`src/hw/rtl/shs_pkg.sv`:
```
// Shared types, constants and round functions of the streaming SHA-256 hash block.
`default_nettype none

package shs_pkg;

    // Default depth of the word queue between the front end and the compression core.
    localparam int QUEUE_DEPTH_DEF = 4;

    // One input beat.
    typedef struct packed {
        logic [7:0] data_byte;
        logic       has_byte;
        logic       last;
    } shs_msg_t;

    // One output beat.
    typedef struct packed {
        logic [31:0] digest_word;
        logic [2:0]  word_index;
        logic        last_word;
    } shs_digest_t;

    // One message word on its way from the front end to the core.
    typedef struct packed {
        logic [31:0] word;
        logic        msg_end;
    } shs_word_t;

    localparam logic [7:0] PAD_MARK     = 8'h80;
    localparam logic [3:0] LEN_HI_WORD  = 4'd14;
    localparam logic [2:0] LAST_WORD_IX = 3'd7;

    localparam logic [31:0] INIT_HASH [8] = '{
        32'h6a09e667, 32'hbb67ae85, 32'h3c6ef372, 32'ha54ff53a,
        32'h510e527f, 32'h9b05688c, 32'h1f83d9ab, 32'h5be0cd19
    };

    localparam logic [31:0] ROUND_K [64] = '{
        32'h428a2f98, 32'h71374491, 32'hb5c0fbcf, 32'he9b5dba5,
        32'h3956c25b, 32'h59f111f1, 32'h923f82a4, 32'hab1c5ed5,
        32'hd807aa98, 32'h12835b01, 32'h243185be, 32'h550c7dc3,
        32'h72be5d74, 32'h80deb1fe, 32'h9bdc06a7, 32'hc19bf174,
        32'he49b69c1, 32'hefbe4786, 32'h0fc19dc6, 32'h240ca1cc,
        32'h2de92c6f, 32'h4a7484aa, 32'h5cb0a9dc, 32'h76f988da,
        32'h983e5152, 32'ha831c66d, 32'hb00327c8, 32'hbf597fc7,
        32'hc6e00bf3, 32'hd5a79147, 32'h06ca6351, 32'h14292967,
        32'h27b70a85, 32'h2e1b2138, 32'h4d2c6dfc, 32'h53380d13,
        32'h650a7354, 32'h766a0abb, 32'h81c2c92e, 32'h92722c85,
        32'ha2bfe8a1, 32'ha81a664b, 32'hc24b8b70, 32'hc76c51a3,
        32'hd192e819, 32'hd6990624, 32'hf40e3585, 32'h106aa070,
        32'h19a4c116, 32'h1e376c08, 32'h2748774c, 32'h34b0bcb5,
        32'h391c0cb3, 32'h4ed8aa4a, 32'h5b9cca4f, 32'h682e6ff3,
        32'h748f82ee, 32'h78a5636f, 32'h84c87814, 32'h8cc70208,
        32'h90befffa, 32'ha4506ceb, 32'hbef9a3f7, 32'hc67178f2
    };

    function automatic logic [31:0] big_sig0(input logic [31:0] x);
        return {x[1:0], x[31:2]} ^ {x[12:0], x[31:13]} ^ {x[21:0], x[31:22]};
    endfunction

    function automatic logic [31:0] big_sig1(input logic [31:0] x);
        return {x[5:0], x[31:6]} ^ {x[10:0], x[31:11]} ^ {x[24:0], x[31:25]};
    endfunction

    function automatic logic [31:0] small_sig0(input logic [31:0] x);
        return {x[6:0], x[31:7]} ^ {x[17:0], x[31:18]} ^ {3'b000, x[31:3]};
    endfunction

    function automatic logic [31:0] small_sig1(input logic [31:0] x);
        return {x[16:0], x[31:17]} ^ {x[18:0], x[31:19]} ^ {10'b0, x[31:10]};
    endfunction

endpackage

`default_nettype wire

```
`src/hw/rtl/shs_front.sv`:
```
// Front end: takes message beats, packs bytes into words and appends the padding.
`default_nettype none

module shs_front
    import shs_pkg::*;
(
    input  logic      clk,
    input  logic      rst_n,
    input  logic      msg_valid,
    output logic      msg_ready,
    input  shs_msg_t  msg,
    output logic      push,
    output shs_word_t push_word,
    input  logic      full
);

    localparam logic [2:0] F_DATA  = 3'd0;
    localparam logic [2:0] F_PAD80 = 3'd1;
    localparam logic [2:0] F_PADZ  = 3'd2;
    localparam logic [2:0] F_LENHI = 3'd3;
    localparam logic [2:0] F_LENLO = 3'd4;

    logic [2:0]  state_reg, state_next;
    logic [5:0]  fill_reg, fill_next;
    // Byte count, 61 bits wide; shifted left by three it forms the 64-bit bit length.
    logic [60:0] count_reg, count_next;
    logic [23:0] acc_reg, acc_next;
    logic [3:0]  word_inc;

    assign word_inc = fill_reg[5:2] + 4'd1;

    always_comb
    begin
        state_next        = state_reg;
        fill_next         = fill_reg;
        count_next        = count_reg;
        acc_next          = acc_reg;
        push              = 1'b0;
        push_word.word    = '0;
        push_word.msg_end = 1'b0;
        msg_ready         = (state_reg == F_DATA) && !full;
        unique case (state_reg)
            F_DATA:
            begin
                if (msg_valid && msg_ready)
                begin
                    if (msg.has_byte)
                    begin
                        count_next = count_reg + 61'd1;
                        fill_next  = fill_reg + 6'd1;
                        acc_next   = {acc_reg[15:0], msg.data_byte};
                        if (fill_reg[1:0] == 2'd3)
                        begin
                            push           = 1'b1;
                            push_word.word = {acc_reg, msg.data_byte};
                        end
                    end
                    if (msg.last)
                        state_next = F_PAD80;
                end
            end
            F_PAD80:
            begin
                if (!full)
                begin
                    push = 1'b1;
                    case (fill_reg[1:0])
                        2'd0:    push_word.word = {PAD_MARK, 24'h0};
                        2'd1:    push_word.word = {acc_reg[7:0], PAD_MARK, 16'h0};
                        2'd2:    push_word.word = {acc_reg[15:0], PAD_MARK, 8'h0};
                        default: push_word.word = {acc_reg, PAD_MARK};
                    endcase
                    fill_next  = {word_inc, 2'b00};
                    state_next = (word_inc == LEN_HI_WORD) ? F_LENHI : F_PADZ;
                end
            end
            F_PADZ:
            begin
                if (!full)
                begin
                    push       = 1'b1;
                    fill_next  = {word_inc, 2'b00};
                    if (word_inc == LEN_HI_WORD)
                        state_next = F_LENHI;
                end
            end
            F_LENHI:
            begin
                if (!full)
                begin
                    push           = 1'b1;
                    push_word.word = count_reg[60:29];
                    fill_next      = {word_inc, 2'b00};
                    state_next     = F_LENLO;
                end
            end
            F_LENLO:
            begin
                if (!full)
                begin
                    push              = 1'b1;
                    push_word.word    = {count_reg[28:0], 3'b000};
                    push_word.msg_end = 1'b1;
                    fill_next         = '0;
                    count_next        = '0;
                    state_next        = F_DATA;
                end
            end
            default:
            begin
                state_next = F_DATA;
            end
        endcase
    end

    always_ff @(posedge clk or negedge rst_n)
    begin
        if (!rst_n)
        begin
            state_reg <= F_DATA;
            fill_reg  <= '0;
            count_reg <= '0;
        end
        else
        begin
            state_reg <= state_next;
            fill_reg  <= fill_next;
            count_reg <= count_next;
        end
    end

    always_ff @(posedge clk)
    begin
        acc_reg <= acc_next;
    end

endmodule

`default_nettype wire

```
`src/hw/rtl/shs_queue.sv`:
```
// Short word queue that lets the front end and the compression core stall on their own.
`default_nettype none

module shs_queue
    import shs_pkg::*;
#(
    parameter int DEPTH = QUEUE_DEPTH_DEF
)
(
    input  logic      clk,
    input  logic      rst_n,
    input  logic      push,
    input  shs_word_t push_word,
    output logic      full,
    input  logic      pop,
    output shs_word_t q_word,
    output logic      q_valid
);

    localparam int PTR_W = $clog2(DEPTH);
    localparam int CNT_W = $clog2(DEPTH + 1);

    shs_word_t        entry_reg [DEPTH];
    logic [PTR_W-1:0] wr_ptr_reg, rd_ptr_reg;
    logic [CNT_W-1:0] count_reg;
    logic             do_push, do_pop;

    assign full    = (count_reg == CNT_W'(DEPTH));
    assign q_valid = (count_reg != '0);
    assign q_word  = entry_reg[rd_ptr_reg];
    assign do_push = push && !full;
    assign do_pop  = pop && q_valid;

    always_ff @(posedge clk or negedge rst_n)
    begin
        if (!rst_n)
        begin
            wr_ptr_reg <= '0;
            rd_ptr_reg <= '0;
            count_reg  <= '0;
        end
        else
        begin
            if (do_push)
                wr_ptr_reg <= (wr_ptr_reg == PTR_W'(DEPTH - 1)) ? '0 : wr_ptr_reg + 1'b1;
            if (do_pop)
                rd_ptr_reg <= (rd_ptr_reg == PTR_W'(DEPTH - 1)) ? '0 : rd_ptr_reg + 1'b1;
            if (do_push && !do_pop)
                count_reg <= count_reg + 1'b1;
            else if (do_pop && !do_push)
                count_reg <= count_reg - 1'b1;
        end
    end

    always_ff @(posedge clk)
    begin
        if (do_push)
            entry_reg[wr_ptr_reg] <= push_word;
    end

endmodule

`default_nettype wire

```
`src/hw/rtl/shs_core.sv`:
```
// Compression core: one SHA-256 round per cycle while fed; chaining value; digest read-out.
`default_nettype none

module shs_core
    import shs_pkg::*;
(
    input  logic        clk,
    input  logic        rst_n,
    input  logic        q_valid,
    input  shs_word_t   q_word,
    output logic        pop,
    output logic        digest_valid,
    input  logic        digest_ready,
    output shs_digest_t digest
);

    localparam logic [1:0] B_LOAD  = 2'd0;
    localparam logic [1:0] B_SCHED = 2'd1;
    localparam logic [1:0] B_ADD   = 2'd2;
    localparam logic [1:0] B_OUT   = 2'd3;

    localparam logic [5:0] LAST_LOAD_ROUND = 6'd15;
    localparam logic [5:0] LAST_ROUND      = 6'd63;

    logic [1:0]  state_reg;
    logic [5:0]  round_reg;
    logic [2:0]  idx_reg;
    logic        end_reg;
    logic [31:0] chain_reg  [8];
    logic [31:0] v_reg      [8];
    logic [31:0] window_reg [16];

    logic [31:0] w_sched, w_cur, choose, major, t1, t2;
    logic        do_round;

    // The window holds the last sixteen schedule words, oldest at index 0.
    assign w_sched  = small_sig1(window_reg[14]) + window_reg[9]
                    + small_sig0(window_reg[1]) + window_reg[0];
    assign w_cur    = (state_reg == B_LOAD) ? q_word.word : w_sched;
    assign choose   = (v_reg[4] & v_reg[5]) ^ (~v_reg[4] & v_reg[6]);
    assign major    = (v_reg[0] & v_reg[1]) ^ (v_reg[0] & v_reg[2]) ^ (v_reg[1] & v_reg[2]);
    assign t1       = v_reg[7] + big_sig1(v_reg[4]) + choose + ROUND_K[round_reg] + w_cur;
    assign t2       = big_sig0(v_reg[0]) + major;
    assign pop      = (state_reg == B_LOAD) && q_valid;
    assign do_round = pop || (state_reg == B_SCHED);

    assign digest_valid       = (state_reg == B_OUT);
    assign digest.digest_word = chain_reg[idx_reg];
    assign digest.word_index  = idx_reg;
    assign digest.last_word   = (idx_reg == LAST_WORD_IX);

    always_ff @(posedge clk or negedge rst_n)
    begin
        if (!rst_n)
        begin
            state_reg <= B_LOAD;
            round_reg <= '0;
            idx_reg   <= '0;
            end_reg   <= 1'b0;
            for (int i = 0; i < 8; i++)
            begin
                chain_reg[i] <= INIT_HASH[i];
                v_reg[i]     <= INIT_HASH[i];
            end
        end
        else
        begin
            if (do_round)
            begin
                v_reg[7]  <= v_reg[6];
                v_reg[6]  <= v_reg[5];
                v_reg[5]  <= v_reg[4];
                v_reg[4]  <= v_reg[3] + t1;
                v_reg[3]  <= v_reg[2];
                v_reg[2]  <= v_reg[1];
                v_reg[1]  <= v_reg[0];
                v_reg[0]  <= t1 + t2;
                round_reg <= round_reg + 6'd1;
            end
            unique case (state_reg)
                B_LOAD:
                begin
                    if (q_valid)
                    begin
                        end_reg <= q_word.msg_end;
                        if (round_reg == LAST_LOAD_ROUND)
                            state_reg <= B_SCHED;
                    end
                end
                B_SCHED:
                begin
                    if (round_reg == LAST_ROUND)
                        state_reg <= B_ADD;
                end
                B_ADD:
                begin
                    // Working variables start the next block equal to the new chaining value.
                    for (int i = 0; i < 8; i++)
                    begin
                        chain_reg[i] <= chain_reg[i] + v_reg[i];
                        v_reg[i]     <= chain_reg[i] + v_reg[i];
                    end
                    idx_reg   <= '0;
                    state_reg <= end_reg ? B_OUT : B_LOAD;
                end
                B_OUT:
                begin
                    if (digest_ready)
                    begin
                        idx_reg <= idx_reg + 3'd1;
                        if (idx_reg == LAST_WORD_IX)
                        begin
                            for (int i = 0; i < 8; i++)
                            begin
                                chain_reg[i] <= INIT_HASH[i];
                                v_reg[i]     <= INIT_HASH[i];
                            end
                            state_reg <= B_LOAD;
                        end
                    end
                end
                default:
                begin
                    state_reg <= B_LOAD;
                end
            endcase
        end
    end

    always_ff @(posedge clk)
    begin
        if (do_round)
        begin
            for (int i = 0; i < 15; i++)
                window_reg[i] <= window_reg[i + 1];
            window_reg[15] <= w_cur;
        end
    end

endmodule

`default_nettype wire

```
`src/hw/rtl/sha256_stream_hash_top.sv`:
```
// Top level of the streaming SHA-256 hash block.
//
//   Channel   Handshake                   Payload        Beat carries
//   msg       msg_valid / msg_ready       shs_msg_t      one message byte, byte flag, end flag
//   digest    digest_valid / digest_ready shs_digest_t   one 32-bit digest word and its index
//
// A message beat is taken while the front end is in its data state and the word queue has
// room. A beat that ends the message is followed by the padding and length words, which the
// front end writes one word per cycle while the queue has room. The core works through each
// 64-byte block in order (16 rounds fed from the queue, 48 rounds from the schedule window,
// then the chaining add), so it sets the long-run rate; it then presents the eight digest
// words, one per beat. A stalled digest channel stops the core only; the front end keeps
// taking bytes of the next message until the queue fills. Reset returns the chaining value
// to the initial hash and empties the queue; there is no clearing pass.
`default_nettype none

module sha256_stream_hash_top
    import shs_pkg::*;
#(
    parameter int QUEUE_DEPTH = QUEUE_DEPTH_DEF
)
(
    input  logic        clk,
    input  logic        rst_n,
    input  logic        msg_valid,
    output logic        msg_ready,
    input  shs_msg_t    msg,
    output logic        digest_valid,
    input  logic        digest_ready,
    output shs_digest_t digest
);

    logic      push, full, pop, q_valid;
    shs_word_t push_word, q_word;

    // Front end: byte packing, bit-length count and padding.
    shs_front u_front (
        .clk       (clk),
        .rst_n     (rst_n),
        .msg_valid (msg_valid),
        .msg_ready (msg_ready),
        .msg       (msg),
        .push      (push),
        .push_word (push_word),
        .full      (full)
    );

    // Word queue between the two halves; the last word of a message carries the end mark.
    shs_queue #(
        .DEPTH (QUEUE_DEPTH)
    ) u_queue (
        .clk       (clk),
        .rst_n     (rst_n),
        .push      (push),
        .push_word (push_word),
        .full      (full),
        .pop       (pop),
        .q_word    (q_word),
        .q_valid   (q_valid)
    );

    // Back end: rounds, chaining value and digest read-out.
    shs_core u_core (
        .clk          (clk),
        .rst_n        (rst_n),
        .q_valid      (q_valid),
        .q_word       (q_word),
        .pop          (pop),
        .digest_valid (digest_valid),
        .digest_ready (digest_ready),
        .digest       (digest)
    );

endmodule

`default_nettype wire

```
`config.mk`:
```
export PLATFORM = sky130hd
export DESIGN_NAME = sha256_stream_hash_top
export DESIGN_NICKNAME = d
export VERILOG_FILES = /design/src/hw/rtl/shs_pkg.sv /design/src/hw/rtl/shs_front.sv /design/src/hw/rtl/shs_queue.sv /design/src/hw/rtl/shs_core.sv /design/src/hw/rtl/sha256_stream_hash_top.sv
export SDC_FILE = /design/constraint.sdc
export NUM_CORES = 2
export LEC_CHECK = 0
export BUFFER_PORTS_ARGS = -buffer_cell sky130_fd_sc_hd__clkbuf_2
export CELL_PAD_IN_SITES_DETAIL_PLACEMENT = 1
export CELL_PAD_IN_SITES_GLOBAL_PLACEMENT = 1
export CORE_MARGIN = 2
export CORE_UTILIZATION = 56
export DETAILED_ROUTE_END_ITERATION = 16
export PLACE_DENSITY_LB_ADDON = 0.1
export SETUP_SLACK_MARGIN = 0.1
export SLEW_MARGIN = 20
export SYNTH_ARGS = -nofsm -noshare
export SYNTH_HDL_FRONTEND = slang
export SYNTH_HIERARCHICAL = 1
export SYNTH_SLANG_ARGS = --single-unit
```
`constraint.sdc`:
```
create_clock -name clk -period 40.2 [get_ports clk]
set_clock_uncertainty 0.05 [all_clocks]
set_input_delay 6.03 -clock clk [delete_from_list [all_inputs] [get_ports clk]]
set_output_delay 6.03 -clock clk [all_outputs]
set_load 0.05 [all_outputs]
```
Word level (Yosys, flattened, before mapping):

Memories as Yosys holds them, arrays and structs flattened.
Cells that the tools add are included.

* $add $sub $neg: 27
* magnitude comparators: 2
* equal/unequal tests: 31
* muxes and demuxes: 62
* bitwise operators: 19
* reductions and logical operators: 29

Operator list (count)
* 256-bit two-way mux: 5
* 256-bit one-hot mux with 2 select lines: 2
* 32-bit adder: 18
* 32-bit two-way mux: 10
* 32-bit XOR: 9
* 61-bit two-way mux: 3
* 32-bit AND: 5
* 32-bit one-hot mux with 4 select lines: 1
* 61-bit one-hot mux with 2 select lines: 1
* 32-bit binary-select mux with 3-bit select: 1
* 32-bit one-hot mux with 3 select lines: 1
* 61-bit by 1-bit adder with 61-bit output, second input constant: 1
* 33-bit two-way mux: 1
* 32-bit NOT: 1
* 32-bit by 22-bit XOR with 32-bit output: 1
* 32-bit by 29-bit XOR with 32-bit output: 1
* 3-bit two-way mux: 10
* 6-bit two-way mux: 4
* 2-bit != test, second input constant: 10
* 6-bit one-hot mux with 3 select lines: 1
* 2-bit two-way mux: 8
* 3-bit one-hot mux with 5 select lines: 1
* 6-bit by 1-bit adder with 6-bit output, second input constant: 2
* 2-bit == test, second input constant: 6
* 34 further kinds: 67

* register bits: 625
* bits in writable memories: 644
* bits in read-only memories: 2048
* logic and storage cells: 200
* memories kept: 3

Memories
* (name not given): depth 64, bits a word 32, read ports 1, clocked after Yosys merged registers in 0, wr ports 0, line shs_core.sv:42 `assign t1 = v_reg[7] + big_sig1(v_reg[4]) + choose + ROUND_K[round_reg] + w_cur;`
* u_core.window_reg: depth 16, bits a word 32, read ports 16, clocked after Yosys merged registers in 0, wr ports 16, line shs_core.sv:31 `logic [31:0] window_reg [16];`
* u_queue.entry_reg: depth 4, bits a word 33, read ports 1, clocked after Yosys merged registers in 0, wr ports 1, line shs_queue.sv:23 `shs_word_t entry_reg [DEPTH];`

Depth between registers and ports, before layout:

An unclocked memory read counts as a cell.

* word-level depth: 13
* mapped depth: 48

Modules after synthesis:

Netlist, hierarchy kept.

Modules (own cells, without submodules)
* shs_core: instances 1, cells an instance 6548, area an instance 66107.2 um^2, seq. area each 28827.6 um^2
* shs_queue: instances 1, cells an instance 210, area an instance 5276.3 um^2, seq. area each 4139.0 um^2
* shs_front: instances 1, cells an instance 552, area an instance 5255.0 um^2, seq. area each 2472.4 um^2

Worst setup path after synthesis:

No wires, ideal clock.

* path kind: register to register
* start: register u_queue.count_reg[0]
* end: register u_core.round_reg[1]
* arrival time: 16.016 ns
* required time: 39.385 ns
* path slack: 23.369 ns
* stages on the path, launching flop included: 9
* buffers on the path: 3
* clock period less this slack: 16.831 ns
* cell sequence: dfrtp_1 -> or3_4 -> nor2_1 -> or2_2 -> clkbuf_1 -> inv_1 -> buf_1 -> clkbuf_1 -> o21ai_0

* word-level cells in the longest chain between the ends: 3

Ends and longest elaborated chain
* start, declared: line shs_queue.sv:25 `logic [CNT_W-1:0] count_reg;`
* start signal, assigned: line shs_queue.sv:49 `count_reg <= count_reg + 1'b1;`
* start signal, assigned: line shs_queue.sv:51 `count_reg <= count_reg - 1'b1;`
* 3-bit nonzero test: line shs_queue.sv:29 `assign q_valid = (count_reg != '0);`
* via q_valid: line sha256_stream_hash_top.sv:33 `logic push, full, pop, q_valid;`
* 1-bit logical AND: line shs_core.sv:44 `assign pop = (state_reg == B_LOAD) && q_valid;`
* 1-bit logical OR: line shs_core.sv:45 `assign do_round = pop || (state_reg == B_SCHED);`
* end signal, assigned: line shs_core.sv:78 `round_reg <= round_reg + 6'd1;`
* end, declared: line shs_core.sv:26 `logic [5:0] round_reg;`

The timed path passes the listed nets, and every way through them passes these cells.
A chain may end at the register's enable or synchronous reset.

==> impl_metrics.ini <==
[floorplan]
die_width_um = 374
dieArea_mm2 = 0.140
fp.dieH_um = 374
initial_core_util_pct = 56.5
coreArea_mm2 = 0.136
row_count = 135
io-pin-count = 52

[yosys]
yosys.cell_count.top_type = nand2_1
netlist_instances = 7310
avgSynthCellArea_um2 = 10.5
async_flop_share_pct = 47.4
syn-num-nets = 7936
yosysSeqAreaShare_pct = 46.2
ys.flop_type = edfxtp_1
synth_edf_count = 668
synthesis.area_mm2 = 0.0766
ys_types = 107
synth_area_leader_cell = edfxtp_1
yosys.area.top_type_share_pct = 26.2
yosysWarnings = 6
ys_ff_latch = 1269
synthTopCellsByArea = edfxtp_1 26%, dfrtp_1 11%, dfstp_2 9.3%
synth_common_cells = 941 x nand2_1, 668 x edfxtp_1, 599 x nor2_1, 476 x a21oi_1, 434 x xnor2_1

[route]
vias = 60047
ant_nets = 0
dr.pass1.iters = 8
drt_iter0_markers = 6426
wl_per_cell_um = 29.7
avgViaCountPerCell = 6.56
drt_wl_total_um = 272000
drc = 0

[timing]
tns_ns = 0
period_needed_ns = 11.65
max_freq_mhz = 85.9
setup_violations = 0
report.final.hold_viol_count = 0
relSlewSlack_pct = 17.9
setup_slack_ns = 28.55
rsz0062_at_grt = no
tightest_slew_ns = 1.22
period_share_pct = 29.0
report.final.slew_viol_count = 0

[setup_path]
worstReg2RegEnd = u_core/v_reg[255]$_DFF_PN0_
worst_setup_path_end_kind = register
cp.arrival_ns = 12.23
worstSetupStartpoint = u_core/window_reg[1][210]$_DFFE_PN_
critical_path_class = reg -> reg
crit_path_end = u_core/v_reg[255]$_DFF_PN0_
reg2reg_depth = 45
cp.depth = 45
critPathTopFamily = compound AO/OA/AOI/OAI gates
cp_max_fo = 6
reg2reg_from = u_core/window_reg[1][210]$_DFFE_PN_
crit_required_ns = 40.78
reg2reg_slack_ns = 28.55
critPathBufInv = 7
start_kind = register
critPathMaxStageDelay_ns = 0.51
cp_slowest_cell = fa_1

[grt]
gr-total-overflow = 0
grt_max_degree = 197
track_usage_pct = 38.7
antenna_found_initial = 8
grt_pass1_vias = 61370
grt_pass1_wl_um = 406000

[final_layout]
fin_util_pct = 61.5
fillers = 14251
drive_gt1_share_pct = 10.9
final_cells = 9159
multi_input_area_mm2 = 0.0383
syn_to_final_growth_pct = 8.79
seqCellArea_mm2 = 0.0355
largest_register_ffs = 512
final_nets = 7882

[placed_design]
io_buffers = 51
gp_congestion = 0.987
hpwl_um = 195000
placedCellCount = 8892
pre_cts_ws_ns = 28.96

[clock_tree]
cts-resized-gates = 0
clock_sinks = 1269
numCtsBuffers = 142
path_clk_slew_ns = 0.07
cts_max_level = 4
cts_setup_buffers = 0
cts_hold_buf = 0
cts_tree = done
root_buffer = clkbuf_16
clock_latency_ns = 0.82
clk_path_buf_depth = 3

[run_status]
status = finished clean

[min_path]
hp-class = reg -> reg
holdCritStartpoint = u_core/window_reg[1][29]$_DFFE_PN_

[job]
maxCapViolations = 0
kinds of logic after synthesis:
family | count (synthesis) | share of synthesized area [%]
and+or+nand+nor | 2138 | 12.4
AOI/OAI and AO/OA | 1665 | 13.7
DFF | 1269 | 46.2
buffers and inverters | 772 | 3.87
adders and majority gates | 613 | 11.9
xor gates and xnor gates | 608 | 6.96
muxes | 245 | 4.90
through the flow:
| step | cell area (µm²) | hold WS, ns |
|---|---|---|
| after detailed placement | 78600 | 0.355 |
| after floorplan | 76600 | 0.350 |
| after global routing | 83400 | 0.331 |
| after CTS | 83300 | 0.322 |
| after global placement | 78600 | 0.350 |
| final | 83400 | 0.319 |
layer usage:
| metal | vias up | share of wire [%] | wire [µm] | track usage (%) |
|---|---|---|---|---|
| met2 | 2816 | 46 | 124000 | 60.3 |
| li1 | 25777 | - | - | - |
| met3 | 584 | 8.7 | 23600 | 7.40 |
| met4 | 8 | 3.6 | 9750 | 12.8 |
| met1 | 30862 | 42 | 114000 | 54.7 |
| met5 | - | 0.019 | 53 | 0 |
layout by cell type, fill, tap and decap left out, drive strengths merged, types with 90 or more instances in the layout:
cell    count
nor3       98
xor2      173
dfstp     272
ha        415
inv       438
dfrtp     329
mux4      101
o21ai     392
xnor2     435
buf        90
nand3     124
nand2     944
a21oi     478
a31oi     148
fa        197
nor2      599
mux2i     131
a21o      199
edfxtp    668
clkbuf    239
worst min-delay path by stage:
stage | to | slack [ns] | cells past startpoint
global route | u_core/window_reg[0][253]$_DFFE_PN_ | 0.33 | 0
detailed placement | u_core/window_reg[0][161]$_DFFE_PN_ | 0.36 | 0
finish | u_core/window_reg[0][253]$_DFFE_PN_ | 0.32 | 0
global placement | u_core/window_reg[0][170]$_DFFE_PN_ | 0.35 | 0
floorplan | u_core/window_reg[0][100]$_DFFE_PN_ | 0.35 | 0
CTS | u_core/window_reg[1][65]$_DFFE_PN_ | 0.32 | 0
area by class of cell:
class,count,share of cell area (%)
repair buffers,140,1.19
flip-flops and latches,1269,42.5
clock buffers,189,4.68
well taps,1781,2.67
multi-input cells,5269,45.9
clock inverters,73,1.04
diodes,4,0.0120
inverters,434,1.96
Power is left out: the tool's default activity adds up to more than one toggle a clock period on the data nets, which glitch-free logic cannot reach.
